===== src/hw/rtl/rv64de_pkg.sv =====
// ----------------------------------------------------------------------------
// rv64de_pkg
// Types, opcodes and helpers shared by the RV64 subset execute block.
// ----------------------------------------------------------------------------
package rv64de_pkg;

    typedef struct packed {
        logic        op;
        logic [31:0] instruction;
        logic [63:0] pc;
        logic [63:0] load_data;
    } req_t;

    typedef struct packed {
        logic [63:0] next_pc;
        logic        mem_read;
        logic        mem_write;
        logic [63:0] mem_addr;
        logic [63:0] mem_wdata;
        logic [3:0]  mem_bytes;
        logic [4:0]  wb_reg;
        logic [63:0] wb_value;
        logic        halt;
        logic [63:0] halt_code;
        logic        illegal;
    } rsp_t;

    typedef enum logic [1:0] {
        ST_IDLE,
        ST_EXEC,
        ST_MULDIV,
        ST_WB
    } state_t;

    typedef struct packed {
        logic start;
        logic div;
        logic rem;
    } md_ctrl_t;

    localparam logic [6:0] OPC_LUI    = 7'h37;
    localparam logic [6:0] OPC_AUIPC  = 7'h17;
    localparam logic [6:0] OPC_JAL    = 7'h6f;
    localparam logic [6:0] OPC_JALR   = 7'h67;
    localparam logic [6:0] OPC_BRANCH = 7'h63;
    localparam logic [6:0] OPC_LOAD   = 7'h03;
    localparam logic [6:0] OPC_STORE  = 7'h23;
    localparam logic [6:0] OPC_IMM    = 7'h13;
    localparam logic [6:0] OPC_IMMW   = 7'h1b;
    localparam logic [6:0] OPC_REG    = 7'h33;
    localparam logic [6:0] OPC_REGW   = 7'h3b;
    localparam logic [6:0] OPC_SYSTEM = 7'h73;

    localparam logic [31:0] EBREAK_WORD = 32'h0010_0073;
    localparam logic [4:0]  HALT_REG    = 5'd10;

    localparam logic [6:0] F7_BASE = 7'h00;
    localparam logic [6:0] F7_ALT  = 7'h20;
    localparam logic [6:0] F7_MULD = 7'h01;

    localparam logic [2:0] F3_H   = 3'd1;
    localparam logic [2:0] F3_W   = 3'd2;
    localparam logic [2:0] F3_D   = 3'd3;
    localparam logic [2:0] F3_BU  = 3'd4;
    localparam logic [2:0] F3_HU  = 3'd5;
    localparam logic [2:0] F3_DIV = 3'd4;
    localparam logic [2:0] F3_REM = 3'd6;

    function automatic logic [63:0] sx32(input logic [63:0] x);
        return {{32{x[31]}}, x[31:0]};
    endfunction

endpackage


===== src/hw/rtl/rv64de_muldiv.sv =====
// ----------------------------------------------------------------------------
// rv64de_muldiv
// Iterative multiply (64 steps) and signed 32-bit divide/remainder
// (32 steps) around one shared 64-bit adder.
// ----------------------------------------------------------------------------
module rv64de_muldiv (
    input  logic                 clk,
    input  logic                 rst_n,
    input  rv64de_pkg::md_ctrl_t ctrl,
    input  logic [63:0]          a,
    input  logic [63:0]          b,
    output logic                 done,
    output logic [63:0]          result
);

    logic [63:0] acc_reg,  acc_next;
    logic [63:0] opa_reg,  opa_next;
    logic [63:0] opb_reg,  opb_next;
    logic [6:0]  cnt_reg,  cnt_next;
    logic        busy_reg, busy_next;
    logic        done_reg, done_next;
    logic        div_reg,  div_next;
    logic        rem_reg,  rem_next;
    logic        nq_reg,   nq_next;
    logic        nr_reg,   nr_next;

    logic [63:0] add_x, add_y, sum;
    logic        add_cin, last;
    logic [31:0] abs_a, abs_b, q_fix, r_fix;

    assign abs_a = a[31] ? (32'd0 - a[31:0]) : a[31:0];
    assign abs_b = b[31] ? (32'd0 - b[31:0]) : b[31:0];

    // shared adder: accumulate for multiply, trial subtract for divide
    always_comb
    begin
        if (div_reg)
        begin
            add_x   = {31'd0, acc_reg[31:0], opb_reg[31]};
            add_y   = ~{32'd0, opa_reg[31:0]};
            add_cin = 1'b1;
        end
        else
        begin
            add_x   = acc_reg;
            add_y   = opb_reg[0] ? opa_reg : 64'd0;
            add_cin = 1'b0;
        end
        sum = add_x + add_y + {63'd0, add_cin};
    end

    assign last = div_reg ? (cnt_reg == 7'd31) : (cnt_reg == 7'd63);

    always_comb
    begin
        acc_next  = acc_reg;
        opa_next  = opa_reg;
        opb_next  = opb_reg;
        cnt_next  = cnt_reg;
        busy_next = busy_reg;
        div_next  = div_reg;
        rem_next  = rem_reg;
        nq_next   = nq_reg;
        nr_next   = nr_reg;
        done_next = busy_reg && last;
        if (ctrl.start)
        begin
            acc_next  = 64'd0;
            cnt_next  = 7'd0;
            busy_next = 1'b1;
            div_next  = ctrl.div;
            rem_next  = ctrl.rem;
            nq_next   = a[31] ^ b[31];
            nr_next   = a[31];
            if (ctrl.div)
            begin
                opa_next = {32'd0, abs_b};
                opb_next = {32'd0, abs_a};
            end
            else
            begin
                opa_next = a;
                opb_next = b;
            end
        end
        else if (busy_reg)
        begin
            cnt_next = cnt_reg + 7'd1;
            if (last)
                busy_next = 1'b0;
            if (div_reg)
            begin
                acc_next = sum[63] ? add_x : sum;
                opb_next = {opb_reg[62:0], ~sum[63]};
            end
            else
            begin
                acc_next = sum;
                opa_next = {opa_reg[62:0], 1'b0};
                opb_next = {1'b0, opb_reg[63:1]};
            end
        end
    end

    always_ff @(posedge clk or negedge rst_n)
    begin
        if (!rst_n)
        begin
            busy_reg <= 1'b0;
            done_reg <= 1'b0;
            cnt_reg  <= 7'd0;
        end
        else
        begin
            busy_reg <= busy_next;
            done_reg <= done_next;
            cnt_reg  <= cnt_next;
        end
    end

    always_ff @(posedge clk)
    begin
        acc_reg <= acc_next;
        opa_reg <= opa_next;
        opb_reg <= opb_next;
        div_reg <= div_next;
        rem_reg <= rem_next;
        nq_reg  <= nq_next;
        nr_reg  <= nr_next;
    end

    assign q_fix = nq_reg ? (32'd0 - opb_reg[31:0]) : opb_reg[31:0];
    assign r_fix = nr_reg ? (32'd0 - acc_reg[31:0]) : acc_reg[31:0];

    always_comb
    begin
        if (!div_reg)
            result = acc_reg;
        else if (rem_reg)
            result = {{32{r_fix[31]}}, r_fix};
        else
            result = {{32{q_fix[31]}}, q_fix};
    end

    assign done = done_reg;

endmodule


===== config.mk =====
export PLATFORM = sky130hd
export DESIGN_NAME = rv64de_muldiv
export DESIGN_NICKNAME = d
export VERILOG_FILES = /design/src/hw/rtl/rv64de_pkg.sv /design/src/hw/rtl/rv64de_muldiv.sv
export SDC_FILE = /design/constraint.sdc
export NUM_CORES = 1
export LEC_CHECK = 0
export ABC_AREA = 1
export BUFFER_PORTS_ARGS = -buffer_cell sky130_fd_sc_hd__clkbuf_2
export CELL_PAD_IN_SITES_DETAIL_PLACEMENT = 1
export CELL_PAD_IN_SITES_GLOBAL_PLACEMENT = 2
export CORE_ASPECT_RATIO = 0.75
export CORE_MARGIN = 10
export CORE_UTILIZATION = 30
export DETAILED_ROUTE_END_ITERATION = 16
export GPL_TIMING_DRIVEN = 0
export PLACE_DENSITY = 0.87
export SKIP_LAST_GASP = 1
export SYNTH_ARGS = -nofsm -noshare
export SYNTH_HDL_FRONTEND = slang
export SYNTH_SLANG_ARGS = --single-unit

===== constraint.sdc =====
create_clock -name clk -period 9.2 [get_ports clk]
set_input_delay 0 -clock clk [delete_from_list [all_inputs] [get_ports clk]]
set_output_delay 0 -clock clk [all_outputs]
set_load 0.02 [all_outputs]

==> flow_metrics.env <==
export IMPL_clockRootBuffer="clkbuf_16"
export IMPL_antenna_found_initial=1
export IMPL_async_flop_share_pct=4.39
export IMPL_ir_drop_mv=0.141
export IMPL_nFillCells=8823
export IMPL_gp_congestion=1.00
export IMPL_cts_htree_levels=1
export IMPL_fin_nets=3933
export IMPL_crit_path_end_kind="register"
export IMPL_area_growth_syn_to_layout_pct=23.4
export IMPL_layout_drive_gt1_share_pct=9.36
export IMPL_min_period_over_period_pct=62.8
export IMPL_syn_num_nets=3539
export IMPL_worstPathArrival_ps=6270
export IMPL_relSlewSlack_pct=11.3
export IMPL_synth_seq_cells=205
export IMPL_synth_cell_types=57
export IMPL_final_cell_mix="nand2_1, inv_1, nor2_1, o21ai_0, nand3_1"
export IMPL_p_leak_uw=0.0121
export IMPL_fmax_ghz=0.173
export IMPL_final_common_cell="nand2_1"
export IMPL_cts_sinks=205
export IMPL_netlist_area_sq_mm=0.0201
export IMPL_path_clk_slew_ps=60
export IMPL_diodes=0
export IMPL_fin_crit_ps=5780
export IMPL_die_h_microns=244
export IMPL_drt_vias_per_instance=5.33
export IMPL_die_x_microns=319
export IMPL_dr_pass1_iters=8
export IMPL_cts_buffers=27
export IMPL_syn_inst=3337
export IMPL_yosys_warnings=0
export IMPL_worst_setup_path_type="reg2reg"
export IMPL_cts_buffer_depth=3
export IMPL_register_area_sq_mm=0.00547
export IMPL_syn_area_per_cell_sq_um=6.03
export IMPL_worstPathMaxFanout=10
export IMPL_post_drt_wl_per_cell_microns=22.6
export IMPL_synth_edf_count=132
export IMPL_cp_start_kind="register"
export IMPL_coreArea_sq_mm=0.0666
export IMPL_dp_cells=4419
export IMPL_antenna_left=0
export IMPL_power_density_mw_per_mm2=184
export IMPL_outcome="completed"
export IMPL_setup_tns_ps=0
export IMPL_setup_viol=0
export IMPL_synth_flop_cell="edfxtp_1"
export IMPL_clock_latency_ps=600
export IMPL_fp_row_count=82
export IMPL_grt_usage_pct=25.9
export IMPL_hold_class="in2reg"
export IMPL_layoutNonFillerInstCount=4633
export IMPL_multiInputGateArea_sq_mm=0.0123
export IMPL_start_util_pct=30.2
export IMPL_dp_hpwl_microns=85800
export IMPL_portBuffers=197
export IMPL_drc=0
export IMPL_dieArea_sq_mm=0.0779
export IMPL_rsz0062_at_grt="false"
export IMPL_grt_pass1_wl_microns=155000
export IMPL_skew_ps=19.0
export IMPL_drv_cap=0
export IMPL_hold_viol=0
export IMPL_drtIter0Drc=2484
export IMPL_tightest_slew_ps=1330
export IMPL_grt_overflow=0
export IMPL_cts_tree="done"
export IMPL_reg2reg_slack_ps=3420
export IMPL_ys_seq_area_share_pct=27.2
export IMPL_grt_pass1_vias=24400
export IMPL_io_pins=198
export IMPL_drt_wl_total_microns=105000
export IMPL_slew_violations=0
export IMPL_cts_repair_resize_count=0
export IMPL_critical_path_required_ps=9700
export IMPL_vias=24700
export IMPL_grt_max_degree=65
cell families (layout without fill, tap and decap cells):
| family | count (synthesis) | count (layout) | share of synthesized area (%) |
|---|---|---|---|
| simple gates | 1827 | 1827 | 38.4 |
| compound gates | 611 | 611 | 17.2 |
| flops | 205 | 205 | 27.2 |
| xor+xnor | 29 | 29 | 1.26 |
| buf+inv | 596 | 1010 | 11.5 |
| fa+ha+maj | 69 | 69 | 4.37 |
area by class of cell:
cell class	instances	area share (%)
buffer	126	2.20
sequential	205	22.0
tap	882	4.45
multi-input combinational	2536	49.7
clock buffer	32	2.80
clock inverter	17	0.736
timing repair buffer	365	10.9
inverter	470	7.16
critical path, stage by stage (launching register included):
cell      delay [ps]
edfxtp_1         360
buf_2            220
clkinv_1         270
clkbuf_1        1020
clkbuf_1         590
a21oi_1          300
fa_1             600
fa_1             480
inv_1            130
nand3_1           80
nand2_1          200
nand2_1           80
nand2_1          280
nand3_1          120
nand2_1          230
nand2_1          200
nand2_1          140
nand2_1           90
nand2_1           90
nand2_1           70
nand3_2           80
nand2_1           50
cells in the mapped netlist (7+ instances only):
cell,instances,area [sq um]
nand2_1,1096,4110
inv_1,447,1680
nor2_1,307,1150
o21ai_0,299,1500
nand3_1,258,1290
a21oi_1,155,776
edfxtp_1,132,3960
clkbuf_1,97,364
ha_1,67,838
dfxtp_1,64,1280
nor3_1,50,250
o31ai_1,34,255
nand4_1,26,163
o221ai_1,26,228
o21bai_1,25,188
o211ai_1,24,180
nand3b_1,20,150
inv_2,19,71.3
nand3_2,19,190
xor2_1,19,166
buf_1,13,48.8
nand2_2,12,75.1
o21ai_1,12,60.1
nor2_2,11,68.8
xnor2_1,10,87.6
dfrtp_1,9,225
a22oi_1,8,60.1
buf_4,7,52.6
repair_timing:
action | CTS | global route
buffers inserted | 0 | 0
hold buffers | 165 | 0
hold endpoints to repair | 143 | 0
through the flow:
step                      hold WS, ps  utilization [%]  setup WS [ps]  cell area, sq um  total power (uW)
after detailed placement         -112             33.5           3620             22300              3340
final                            54.0             37.3           3420             24800              4570
after floorplan                  -296                -           3180             20100              2550
after global routing             76.2             37.3           3240             24800              4840
after CTS                        9.61             37.3           3580             24800              4530
after global placement           -119             33.3           -637             22200              3310
per-layer routing:
| metal | track usage [%] | part of all wire [%] | vias up |
|---|---|---|---|
| li1 | - | - | 11700 |
| met1 | 38.4 | 48 | 12000 |
| met2 | 36.9 | 39 | 974 |
| met3 | 6.92 | 10 | 105 |
| met4 | 4.97 | 2.0 | 0 |
| met5 | 0 | 0 | - |
final timing paths:
path	from	endpoint	depth (start not counted)
max reg2reg	div_reg	acc_reg[62]	21
min reg2reg	acc_reg[51]	acc_reg[51]	2
max	div_reg	acc_reg[62]	21
min in group asynchronous	rst_n	cnt_reg[4]	3
min	a[20]	opa_reg[20]	4
max in group asynchronous	rst_n	cnt_reg[2]	3
power breakdown:
group / switching [uW] / leakage, uW / internal [uW]
clock: 488 / 0.000424 / 626
combinational: 1530 / 0.00964 / 656
sequential: 137 / 0.00208 / 1130
total: 2160 / 0.0121 / 2410
Power figures use the tool's default switching activity.
